$ cat config.mk
export PLATFORM = sky130hd
export DESIGN_NAME = message_rate_latency_monitor
export DESIGN_NICKNAME = d
export VERILOG_FILES = /design/src/hw/rtl/mrlm_pkg.sv /design/src/hw/rtl/mrlm_stream.sv /design/src/hw/rtl/message_rate_latency_monitor.sv
export SDC_FILE = /design/constraint.sdc
export NUM_CORES = 2
export LEC_CHECK = 0
export ABC_AREA = 1
export BUFFER_PORTS_ARGS = -buffer_cell sky130_fd_sc_hd__buf_2
export CAP_MARGIN = 5
export CORE_MARGIN = 4
export CORE_UTILIZATION = 40
export CTS_CLUSTER_SIZE = 40
export DETAILED_ROUTE_END_ITERATION = 16
export SETUP_SLACK_MARGIN = 0.05
export SYNTH_ARGS = -nofsm -noshare
export SYNTH_HDL_FRONTEND = slang
export SYNTH_SLANG_ARGS = --single-unit
$ cat constraint.sdc
create_clock -name clk -period 27.8 [get_ports clk]
set_input_delay 2.78 -clock clk [delete_from_list [all_inputs] [get_ports clk]]
set_output_delay 2.78 -clock clk [all_outputs]
set_load 0.005 [all_outputs]
$ cat src/hw/rtl/mrlm_pkg.sv
// Shared types and constants of the message rate and latency monitor.
package mrlm_pkg;

	localparam int WINDOW_DEPTH = 20;
	localparam int MIN_SAMPLES  = 5;

	localparam int TIME_W = 56;
	localparam int CNT_W  = 32;
	localparam int IV_W   = 32;
	localparam int CFG_W  = 16;

	localparam int HEAD_W = $clog2(WINDOW_DEPTH);
	localparam int FILL_W = $clog2(WINDOW_DEPTH + 1);
	localparam int SUM_W  = IV_W + FILL_W;

	localparam int US_PER_MS  = 1000;
	localparam int RATE_NUM   = 9;
	localparam int RATE_SCALE = 10000000;

	// microsecond limits derived from 16-bit millisecond registers
	localparam int LIM_W = 26;
	// 9 * min_rate_hz
	localparam int K_W   = 20;
	localparam int RHS_W = $clog2(RATE_SCALE * WINDOW_DEPTH + 1);
	// a sum at or above 2**SUM_LO_W always fails a nonzero rate test
	localparam int SUM_LO_W = 28;
	localparam int PROD_W   = SUM_LO_W + K_W;

	localparam int MAX_AGE_RST  = 100;
	localparam int MIN_RATE_RST = 50;
	localparam int STALE_RST    = 2000;

	localparam int IN_W  = 2 * TIME_W;
	localparam int RES_W = 1 + 2 + CNT_W + CNT_W + 1;
	localparam int OUT_W = ((RES_W + 7) / 8) * 8;
	localparam int OUT_PAD = OUT_W - RES_W;

	localparam int OUT_ERR_LSB    = 1;
	localparam int OUT_MCOUNT_LSB = 3;
	localparam int OUT_DCOUNT_LSB = OUT_MCOUNT_LSB + CNT_W;
	localparam int OUT_STALE_BIT  = OUT_DCOUNT_LSB + CNT_W;

	typedef enum logic [1:0] {
		ERR_OK        = 2'd0,
		ERR_BACKWARDS = 2'd1,
		ERR_TOO_OLD   = 2'd2,
		ERR_RATE_LOW  = 2'd3
	} err_t;

	typedef enum logic [1:0] {
		REG_MAX_AGE  = 2'd0,
		REG_MIN_RATE = 2'd1,
		REG_STALE    = 2'd2
	} cfg_reg_t;

	typedef enum logic {
		KIND_MESSAGE = 1'b0,
		KIND_CHECK   = 1'b1
	} item_kind_t;

	typedef struct packed {
		item_kind_t        kind;
		logic [TIME_W-1:0] msg_time;
		logic [TIME_W-1:0] rx_time;
		logic              too_old;
	} item_t;

	typedef struct packed {
		logic             healthy;
		err_t             error_code;
		logic [CNT_W-1:0] msg_count;
		logic [CNT_W-1:0] dropped_count;
		logic             stale;
	} result_t;

endpackage

$ cat src/hw/rtl/mrlm_stream.sv
// Stream state: interval window, running sum, counters and per-word checks.
module mrlm_stream (
	input  logic                    clk,
	input  logic                    arst_n,
	input  mrlm_pkg::item_t         item,
	input  logic                    advance,
	input  logic [mrlm_pkg::K_W-1:0]   rate_k,
	input  logic [mrlm_pkg::LIM_W-1:0] stale_lim,
	output mrlm_pkg::result_t       result
);
	import mrlm_pkg::*;

	logic [TIME_W-1:0] last_msg_q;
	logic [TIME_W-1:0] last_rx_q;
	logic [IV_W-1:0]   win_q [WINDOW_DEPTH];
	logic [FILL_W-1:0] fill_q;
	logic [HEAD_W-1:0] head_q;
	logic [SUM_W-1:0]  sum_q;
	logic [CNT_W-1:0]  acc_q;
	logic [CNT_W-1:0]  drop_q;
	logic              health_q;
	err_t              err_q;

	logic [TIME_W-1:0] last_msg_nxt;
	logic [TIME_W-1:0] last_rx_nxt;
	logic [FILL_W-1:0] fill_nxt;
	logic [HEAD_W-1:0] head_nxt;
	logic [SUM_W-1:0]  sum_nxt;
	logic [CNT_W-1:0]  acc_nxt;
	logic [CNT_W-1:0]  drop_nxt;
	logic              health_nxt;
	err_t              err_nxt;

	logic              rx_gt;
	logic [TIME_W-1:0] rx_diff;
	logic [IV_W-1:0]   iv;
	logic              push;
	logic              full;
	logic [IV_W-1:0]   evict;
	logic [RHS_W-1:0]  rhs;
	logic [PROD_W-1:0] lhs;
	logic              rate_low;
	logic              stale;
	logic              is_msg;

	assign is_msg  = (item.kind == KIND_MESSAGE);
	assign rx_gt   = item.rx_time > last_rx_q;
	assign rx_diff = item.rx_time - last_rx_q;
	// saturate the interval to 32 bits; time going back gives zero
	assign iv = !rx_gt ? '0 : (|rx_diff[TIME_W-1:IV_W]) ? '1 : rx_diff[IV_W-1:0];

	assign full  = (fill_q == FILL_W'(WINDOW_DEPTH));
	assign evict = full ? win_q[head_q] : '0;

	// rate test on the sum after the push: 9*min_hz*sum > 1e7*n
	assign rhs = RHS_W'(RATE_SCALE) * RHS_W'(fill_nxt);
	assign lhs = PROD_W'(rate_k) * PROD_W'(sum_nxt[SUM_LO_W-1:0]);
	assign rate_low = (fill_nxt >= FILL_W'(MIN_SAMPLES)) && (rate_k != '0)
		&& ((|sum_nxt[SUM_W-1:SUM_LO_W]) || (lhs > PROD_W'(rhs)));

	assign stale = !is_msg && (acc_q != '0) && rx_gt
		&& ((|rx_diff[TIME_W-1:LIM_W]) || (rx_diff[LIM_W-1:0] >= stale_lim));

	always_comb begin
		last_msg_nxt = last_msg_q;
		last_rx_nxt  = last_rx_q;
		fill_nxt     = fill_q;
		head_nxt     = head_q;
		sum_nxt      = sum_q;
		acc_nxt      = acc_q;
		drop_nxt     = drop_q;
		health_nxt   = health_q;
		err_nxt      = err_q;
		push         = 1'b0;
		if (is_msg) begin
			if ((last_msg_q != '0) && (item.msg_time < last_msg_q)) begin
				drop_nxt   = (drop_q == '1) ? drop_q : drop_q + 1'b1;
				err_nxt    = ERR_BACKWARDS;
				health_nxt = 1'b0;
			end else begin
				if (last_rx_q != '0) begin
					push     = 1'b1;
					sum_nxt  = sum_q - SUM_W'(evict) + SUM_W'(iv);
					fill_nxt = full ? fill_q : fill_q + 1'b1;
					head_nxt = (head_q == HEAD_W'(WINDOW_DEPTH - 1)) ? '0 : head_q + 1'b1;
				end
				if (item.too_old) begin
					err_nxt    = ERR_TOO_OLD;
					health_nxt = 1'b0;
				end else if (rate_low) begin
					err_nxt    = ERR_RATE_LOW;
					health_nxt = 1'b0;
				end else begin
					last_msg_nxt = item.msg_time;
					last_rx_nxt  = item.rx_time;
					acc_nxt      = (acc_q == '1) ? acc_q : acc_q + 1'b1;
					health_nxt   = 1'b1;
					err_nxt      = ERR_OK;
				end
			end
		end
	end

	always_ff @(posedge clk or negedge arst_n) begin
		if (!arst_n) begin
			last_msg_q <= '0;
			last_rx_q  <= '0;
			fill_q     <= '0;
			head_q     <= '0;
			sum_q      <= '0;
			acc_q      <= '0;
			drop_q     <= '0;
			health_q   <= 1'b0;
			err_q      <= ERR_OK;
		end else if (advance) begin
			last_msg_q <= last_msg_nxt;
			last_rx_q  <= last_rx_nxt;
			fill_q     <= fill_nxt;
			head_q     <= head_nxt;
			sum_q      <= sum_nxt;
			acc_q      <= acc_nxt;
			drop_q     <= drop_nxt;
			health_q   <= health_nxt;
			err_q      <= err_nxt;
		end
	end

	always_ff @(posedge clk) begin
		if (advance && push) begin
			win_q[head_q] <= iv;
		end
	end

	assign result.healthy       = health_nxt;
	assign result.error_code    = err_nxt;
	assign result.msg_count     = acc_nxt;
	assign result.dropped_count = drop_nxt;
	assign result.stale         = stale;

endmodule

$ cat src/hw/rtl/message_rate_latency_monitor.sv
// Top level of the message rate and latency monitor.
// Words pass the input register, then the output register.
// Throughput: one word per cycle unless m_tready stalls it; stream state
// commits as a word moves on, so each word sees the state its predecessor left.
// Reset (arst_n low, asynchronous): clears the stream state, counters and
// valids, and loads the configuration registers with 100 ms, 50 Hz, 2000 ms.
module message_rate_latency_monitor (
	input  logic                          clk,
	input  logic                          arst_n,
	// input word
	input  logic                          s_tvalid,
	output logic                          s_tready,
	input  logic [mrlm_pkg::IN_W-1:0]     s_tdata,  // message_time_us[55:0], receive_time_us[111:56]
	input  logic                          s_tuser,  // kind[0]
	// result word
	output logic                          m_tvalid,
	input  logic                          m_tready,
	output logic [mrlm_pkg::OUT_W-1:0]    m_tdata,  // healthy[0], error_code[2:1],
	                                                // msg_count[34:3], dropped_count[66:35],
	                                                // stale[67], zero[71:68]
	// configuration writes
	input  logic                          cfg_valid,
	output logic                          cfg_ready,
	input  logic [1:0]                    cfg_index,
	input  logic [mrlm_pkg::CFG_W-1:0]    cfg_data
);
	import mrlm_pkg::*;

	// Configuration is held pre-scaled to microseconds so the datapath only
	// compares: age limit = ms*1000, rate factor = 9*Hz, stale limit =
	// (ms+1)*1000 (elapsed/1000 > ms is the same as elapsed >= (ms+1)*1000).
	logic [LIM_W-1:0] max_age_us_q;
	logic [K_W-1:0]   rate_k_q;
	logic [LIM_W-1:0] stale_lim_q;

	assign cfg_ready = 1'b1;

	always_ff @(posedge clk or negedge arst_n) begin
		if (!arst_n) begin
			max_age_us_q <= LIM_W'(MAX_AGE_RST * US_PER_MS);
			rate_k_q     <= K_W'(MIN_RATE_RST * RATE_NUM);
			stale_lim_q  <= LIM_W'((STALE_RST + 1) * US_PER_MS);
		end else if (cfg_valid && cfg_ready) begin
			case (cfg_reg_t'(cfg_index))
				REG_MAX_AGE: begin
					max_age_us_q <= LIM_W'(cfg_data) * LIM_W'(US_PER_MS);
				end
				REG_MIN_RATE: begin
					rate_k_q <= K_W'(cfg_data) * K_W'(RATE_NUM);
				end
				REG_STALE: begin
					stale_lim_q <= (LIM_W'(cfg_data) + 1'b1) * LIM_W'(US_PER_MS);
				end
				default: begin
					// unused index: drop the write
				end
			endcase
		end
	end

	// Stage 1: input register. The age test needs no stream state, so it is
	// resolved here and travels with the word as one flag.
	logic              s1_valid_q;
	item_t             item_s1;
	logic              out_valid_q;
	logic              adv_out;
	logic [TIME_W-1:0] in_msg;
	logic [TIME_W-1:0] in_rx;
	logic [TIME_W-1:0] age;
	logic              in_too_old;

	assign in_msg = s_tdata[TIME_W-1:0];
	assign in_rx  = s_tdata[IN_W-1:TIME_W];
	assign age    = in_rx - in_msg;
	// a timestamp from the future counts as too old
	assign in_too_old = (in_msg > in_rx) || (|age[TIME_W-1:LIM_W])
		|| (age[LIM_W-1:0] > max_age_us_q);

	// Advance into the output register whenever it is empty or being drained;
	// take a new word whenever stage 1 is empty or moving on.
	assign adv_out  = s1_valid_q && (!out_valid_q || m_tready);
	assign s_tready = !s1_valid_q || adv_out;

	always_ff @(posedge clk or negedge arst_n) begin
		if (!arst_n) begin
			s1_valid_q <= 1'b0;
		end else if (s_tready) begin
			s1_valid_q <= s_tvalid;
		end
	end

	always_ff @(posedge clk) begin
		if (s_tvalid && s_tready) begin
			item_s1.kind     <= item_kind_t'(s_tuser);
			item_s1.msg_time <= in_msg;
			item_s1.rx_time  <= in_rx;
			item_s1.too_old  <= in_too_old;
		end
	end

	// Stage 2: stream state update; its result is captured in the output
	// register on the same edge the state commits.
	result_t res_nxt;
	result_t res_q;

	mrlm_stream u_stream (
		.clk       (clk),
		.arst_n    (arst_n),
		.item      (item_s1),
		.advance   (adv_out),
		.rate_k    (rate_k_q),
		.stale_lim (stale_lim_q),
		.result    (res_nxt)
	);

	always_ff @(posedge clk or negedge arst_n) begin
		if (!arst_n) begin
			out_valid_q <= 1'b0;
		end else if (adv_out) begin
			out_valid_q <= 1'b1;
		end else if (m_tready) begin
			out_valid_q <= 1'b0;
		end
	end

	always_ff @(posedge clk) begin
		if (adv_out) begin
			res_q <= res_nxt;
		end
	end

	assign m_tvalid = out_valid_q;
	assign m_tdata  = {{OUT_PAD{1'b0}}, res_q.stale, res_q.dropped_count,
		res_q.msg_count, res_q.error_code, res_q.healthy};

endmodule

# Word level (Yosys, flattened, before mapping)
# Memory sizes are Yosys's and may differ from the RTL's.
# Cells that the tools add are included.
dict set report op_classes {
  n_reduce_logical 32
  bitwise_logic 4
  mul 5
  eq_ne 6
  add_sub_neg 9
  order_cmp 7
  n_mux 34
}
# cell count
set ops {}
lappend ops {{two-way mux 32 bit} 11}
lappend ops {{greater-than comparator 56 bit} 2}
lappend ops {{nonzero test 56 bit} 2}
lappend ops {{subtractor 56 bit} 2}
lappend ops {{two-way mux 37 bit} 3}
lappend ops {{adder 32 x 1 -> 32 bit (second input constant)} 2}
lappend ops {{== test 32 bit (second input constant)} 2}
lappend ops {{OR reduction 30 bit} 2}
lappend ops {{less-than comparator 56 bit} 1}
lappend ops {{greater-than comparator 48 x 28 -> 1 bit} 1}
lappend ops {{multiplier 20 x 28 -> 48 bit} 1}
lappend ops {{adder 37 x 32 -> 37 bit} 1}
lappend ops {{subtractor 37 x 32 -> 37 bit} 1}
lappend ops {{nonzero test 32 bit} 1}
lappend ops {{greater-or-equal comparator 26 bit} 1}
lappend ops {{greater-than comparator 26 bit} 1}
lappend ops {{two-way mux 5 bit} 5}
lappend ops {{OR reduction 24 bit} 1}
lappend ops {{multiplier 16 x 7 -> 23 bit (second input constant)} 1}
lappend ops {{multiplier 17 x 7 -> 23 bit (second input constant)} 1}
lappend ops {{multiplier 17 x 5 -> 21 bit (first input constant)} 1}
lappend ops {{multiplier 16 x 4 -> 20 bit (second input constant)} 1}
lappend ops {{nonzero test 20 bit} 1}
lappend ops {{adder 16 x 1 -> 17 bit (second input constant)} 1}
lappend ops {{17 further kinds} 51}
dict set report totals {
  reg_bits 476
  in_bits 136
  ram_bits 640
  wordCells 121
  output_inout_bits 75
  n_memories 1
}
# memory words width rd rd_ports_with_merged_regs write_ports line_no
set mem_list {}
lappend mem_list {u_stream.win_q 20 32 1 0 1 mrlm_stream.sv:15} ;# logic [IV_W-1:0] win_q [WINDOW_DEPTH];

# Longest topological paths before layout
dict set report depth {
  depth_word 16
  depth_mapped 79
  ltp_nobuf 76
}

# Modules after synthesis
# From an unflattened synthesis, not the netlist that was laid out.
dict set report hier_totals {
  hier_cells 10035
  hier_area_um2 85887.4
}
# module area_each_um2 n_inst cells_each seq_area_each_um2
set modules_own_cells {}
lappend modules_own_cells {mrlm_stream 66105.9 1 7709 24873.9}
lappend modules_own_cells {message_rate_latency_monitor 19781.5 1 2326 7190.6}

# Least setup slack after synthesis
# No wires, ideal clock.
dict set report synth_path {
  kind {register -> register}
  from {register u_stream.last_rx_q[0]}
  to {register res_q, in the netlist m_tdata[22] (data pin)}
  arrival_ps 12832
  period_less_slack_ps 13087
  setup_time_ps 255
  n_path_buf 4
  path_stages_with_launch 72
  required_ps 27545
  slack_ps 14713
  path_cell_list {dfrtp_1 -> ha_1 -> fa_1 -> inv_1 -> a21oi_1 -> o21ai_1 -> a21oi_1 -> o21ai_1 -> inv_1 -> o21ai_1 -> a21oi_1 -> o21bai_1 -> xor2_1 -> nor2_1 -> nand2_1 -> nor2_2 -> buf_2 -> nand4_1 -> [36 not listed] -> xnor2_1 -> ha_1 -> nand2_1 -> inv_1 -> nand3_1 -> nor4_1 -> o21ai_0 -> a2111oi_0 -> nand2_1 -> nand2_1 -> nand3_1 -> nor2_1 -> nand3_1 -> nand2_2 -> buf_4 -> buf_4 -> nand4_1 -> and2_1}
}
# element line_no
set synth_rtl {}
lappend synth_rtl {{from (decl)} mrlm_stream.sv:14} ;# logic [TIME_W-1:0] last_rx_q;
lappend synth_rtl {{from (signal assigned)} mrlm_stream.sv:117} ;# last_rx_q <= last_rx_nxt;
lappend synth_rtl {{to (signal assigned)} message_rate_latency_monitor.sv:128} ;# res_q <= res_nxt;
lappend synth_rtl {{to (decl)} message_rate_latency_monitor.sv:104} ;# result_t res_q;

# Final worst setup path
dict set report layout_path {
  from {register u_stream.last_rx_q[0]}
  to {register u_stream.last_msg_q[42]}
}
dict set report layout_between {
  elab_chain_len 14
  elab_cells_between_ends 23
}
# element line_no
set layout_lines {}
lappend layout_lines {{subtractor 56 bit} mrlm_stream.sv:48} ;# assign rx_diff = item.rx_time - last_rx_q;
lappend layout_lines {{OR reduction 24 bit} mrlm_stream.sv:50} ;# assign iv = !rx_gt ? '0 : (|rx_diff[TIME_W-1:IV_W]) ? '1 : rx_diff[IV_W-1:0];
lappend layout_lines {{two-way mux 32 bit} mrlm_stream.sv:50}
lappend layout_lines {{two-way mux 32 bit (*)} mrlm_stream.sv:50}
lappend layout_lines {{net u_stream.iv[3]} mrlm_stream.sv:36} ;# logic [IV_W-1:0] iv;
lappend layout_lines {{adder 37 x 32 -> 37 bit (*)} mrlm_stream.sv:83} ;# sum_nxt = sum_q - SUM_W'(evict) + SUM_W'(iv);
lappend layout_lines {{two-way mux 37 bit (*)} mrlm_stream.sv:81} ;# if (last_rx_q != '0) begin
lappend layout_lines {{two-way mux 37 bit (*)} mrlm_stream.sv:76} ;# if ((last_msg_q != '0) && (item.msg_time < last_msg_q)) begin
lappend layout_lines {{two-way mux 37 bit (*)} mrlm_stream.sv:75} ;# if (is_msg) begin
lappend layout_lines {{multiplier 20 x 28 -> 48 bit} mrlm_stream.sv:57} ;# assign lhs = PROD_W'(rate_k) * PROD_W'(sum_nxt[SUM_LO_W-1:0]);
lappend layout_lines {{greater-than comparator 48 x 28 -> 1 bit} mrlm_stream.sv:59} ;# && ((|sum_nxt[SUM_W-1:SUM_LO_W]) || (lhs > PROD_W'(rhs)));
lappend layout_lines {{logical OR 1 bit (*)} mrlm_stream.sv:59}
lappend layout_lines {{logical AND 1 bit (*)} mrlm_stream.sv:59}
lappend layout_lines {{NOT 1 bit (no source line) (*)} -}
lappend layout_lines {{AND reduction 5 bit (no source line) (*)} -}
lappend layout_lines {{to (signal assigned)} mrlm_stream.sv:116} ;# last_msg_q <= last_msg_nxt;
lappend layout_lines {{to (decl)} mrlm_stream.sv:13} ;# logic [TIME_W-1:0] last_msg_q;
# Mark *: on every way through the listed nets, which the timed path passes. The rest lies on a longest branch.
# A chain may end at the register's enable or synchronous reset.

==> metrics.md <==
| Metric | Value |
|---|---|
| DP HPWL | `190000 um` |
| Detailed Route Iter0 Violations | `5336` |
| Async SR Flop Fraction | `0.263` |
| Largest net degree at the start of global routing | `167` |
| Adder-Cell Fraction of Synth Area | `0.237` |
| Die Y | `467 um` |
| Yosys warning count | `0` |
| Status | `completed` |
| Synth-to-Final Area Change | `9.67%` |
| TritonCTS clock tree | `done` |
| Most frequent cells after synthesis | `inv_1 (1645), nand2_1 (1557), nor2_1 (1226)` |
| Maxcap violations | `0` |
| Site Rows | `168` |
| DRT Wirelength | `255000 um` |
| Final net count | `10938` |
| Post-synthesis cell count | `9451` |
| CP Launch Type | `flop` |
| DRC | `0` |
| Clock Sinks | `1116` |
| Initial Util | `0.402` |
| Achievable Freq | `0.0572 GHz` |
| Port buffer count | `205` |
| Simple-gate share of the synthesized area | `0.162` |
| CTS Buf Count | `119` |
| Flop and latch count out of synthesis | `1116` |
| Cell taking the most area after synthesis | `edfxtp_1` |
| Most numerous cell in the Yosys netlist | `inv_1` |
| Setup TNS | `0 ps` |
| CP Data Required Time | `28400 ps` |
| Critical Path Max Stage Delay | `680 ps` |
| Sequential cell area | `0.0321 mm^2` |
| Clock Skew | `79.8 ps` |
| Post-synthesis sequential area ratio | `0.380` |
| Setup crit end kind | `flop` |
| Clock slew at reported path FFs | `60 ps` |
| Worst-case clock buffer depth | `3` |
| Fin. Hold Viols | `0` |
| Family with the most delay on the worst path | `adder cells` |
| Synth cell types | `61` |
| Class of the most critical setup path | `reg2reg` |
| Number of synthesized flops with an enable pin | `822` |
| CP max stage cell | `a21oi_4` |
| Critical Path Fanout Max | `95` |
| DRT Pass-1 Iters | `6` |
| RSZ-0062 raised after global routing | `no` |
| Worst path arrival time | `18070 ps` |
| Gr ovfl total | `0` |
| Multiplexer share of the synthesized area | `0` |
| Detail Route Antenna Nets | `0` |
| Final Critical Period | `17470 ps` |
| Layout cells sized above 1 | `0.0733` |
| CP dominant cell by count | `nand2_1` |
| Average cell area after synthesis | `8.93 um^2` |
| Worst Tran Pin Value | `1230 ps` |
| Synth area leaders | `edfxtp_1 (29%), fa_1 (15%), ha_1 (9.1%)` |
| Initial antenna violation count | `5` |
| Multi-input gate area | `0.0450 mm^2` |
| Slew HR | `0.178` |
| # resized after CTS | `0` |
| # fillers | `20619` |
| Commonest register cell after synthesis | `edfxtp_1` |
| Clock latency on the worst-skew pair | `790 ps` |
| CTS hold repair buffers | `0` |
| Post-synthesis compound-gate area fraction | `0.106` |
| Number of primary I/O pins | `211` |
| Vias in the first global route | `65860` |
| Worst Path Buf+Inv | `13` |
| Final Setup Violations | `0` |
| H-tree depth | `3` |
| First-pass GRT wire length | `390000 um` |
| Period utilization | `0.628` |
| Largest family of logic cells by synthesized area | `adder cells` |
| Wire per inst | `20.4 um` |
| Die area | `0.218 mm^2` |
| HP Class | `reg2reg` |
| Via density | `5.24` |
| Die Span X | `467 um` |
| Share of the synthesized area in the top cell type | `0.292` |
| Via count | `65449` |
| Setup repair bufs after CTS | `0` |
| Gr usage total | `0.231` |
| Synth Area in XOR/XNOR | `0.0257` |
| Global placement routability congestion | `0.937` |
| Core area | `0.210 mm^2` |
| CTS root buf | `clkbuf_16` |
| Post-Syn Area | `0.0844 mm^2` |
| Slew Limit Fails | `0` |
==> placed cells by master, fill, tap and decap left out, types with 204 or more instances in the layout <==
cell / synthesis / layout
a21oi_1: 393 / 392
buf_2: 18 / 204
dfrtp_1: 275 / 272
edfxtp_1: 822 / 822
fa_1: 614 / 614
ha_1: 615 / 615
inv_1: 1645 / 1643
nand2_1: 1557 / 1556
nand3_1: 241 / 241
nor2_1: 1226 / 1204
o21ai_0: 631 / 625
==> flip-flops by register name, summed over array words and instances, names as in the netlist, 20 cells and up <==
register	flops
u_stream.win_q	640
item_s1	114
u_stream.last_msg_q	56
stale_lim_q	23
u_stream.acc_q	32
u_stream.sum_q	37
u_stream.drop_q	32
rate_k_q	20
u_stream.last_rx_q	56
m_tdata	68
max_age_us_q	23
==> metal layers <==
layer / part of all wire / vias to the layer above / global-route usage
met5: 0.000051 / - / 0
met4: 0.042 / 2 / 0.0848
met3: 0.065 / 483 / 0.0356
met2: 0.46 / 2198 / 0.373
met1: 0.44 / 31852 / 0.314
li1: - / 30914 / -
==> layout make-up <==
class,instances,share of cell area
Tap cell,2805,0.0379
Multi-Input combinational cell,6372,0.486
Sequential cell,1116,0.347
Clock buffer,155,0.0349
Timing Repair Buffer,295,0.0189
Inverter,1669,0.0679
Clock inverter,71,0.00773
Antenna cell,2,0.0000541
==> stage by stage <==
| stage | instance area [um^2] | hold WS (ps) | setup WS [ps] | util | instances |
|---|---|---|---|---|---|
| finish | 92600 | 485 | 10330 | 0.441 | 12485 |
| global route | 92600 | 518 | 8970 | 0.441 | 12483 |
| CTS | 92600 | 488 | 10450 | 0.441 | 12483 |
| detailed placement | 88600 | 473 | 10490 | 0.422 | 12257 |
| global placement | 88600 | 475 | 10810 | 0.422 | 12257 |
| floorplan | 84400 | 452 | 14710 | - | 9454 |
==> worst register-to-register path, delay by kind of cell, from the launching register on <==
kind | cells | cell delay [ps]
AOI/OAI and AO/OA | 17 | 4430
and+or+nand+nor | 23 | 3510
xor gates and xnor gates | 2 | 340
DFF | 1 | 400
buffers and inverters | 13 | 2920
adders and majority gates | 13 | 5750
==> cells by family after synthesis <==
logic type,count (synthesis)
fa+ha+maj,1229
buf+inv,1966
flops,1116
other cells,2
xor+xnor,248
simple gates,3339
compound gates,1551
==> final timing paths <==
check                                                        from                             endpoint  slack, ps  depth (start not counted)
worst max-delay path            u_stream.last_rx_q[0]$_DFFE_PN0P_  u_stream.last_msg_q[42]$_DFFE_PN0P_      10330                         68
min in group asynchronous                                  arst_n         max_age_us_q[12]$_DFFE_PN0P_       1960                          1
worst max register to register  u_stream.last_rx_q[0]$_DFFE_PN0P_  u_stream.last_msg_q[42]$_DFFE_PN0P_      10330                         68
worst min register to register      u_stream.sum_q[8]$_DFFE_PN0P_        u_stream.sum_q[8]$_DFFE_PN0P_        480                          2
max in group asynchronous                                  arst_n      u_stream.drop_q[11]$_DFFE_PN0P_      23000                          4
worst min-delay path                u_stream.sum_q[8]$_DFFE_PN0P_        u_stream.sum_q[8]$_DFFE_PN0P_        480                          2
Power is left out: the tool's default activity adds up to more than one toggle a clock period on the data nets, which glitch-free logic cannot reach.
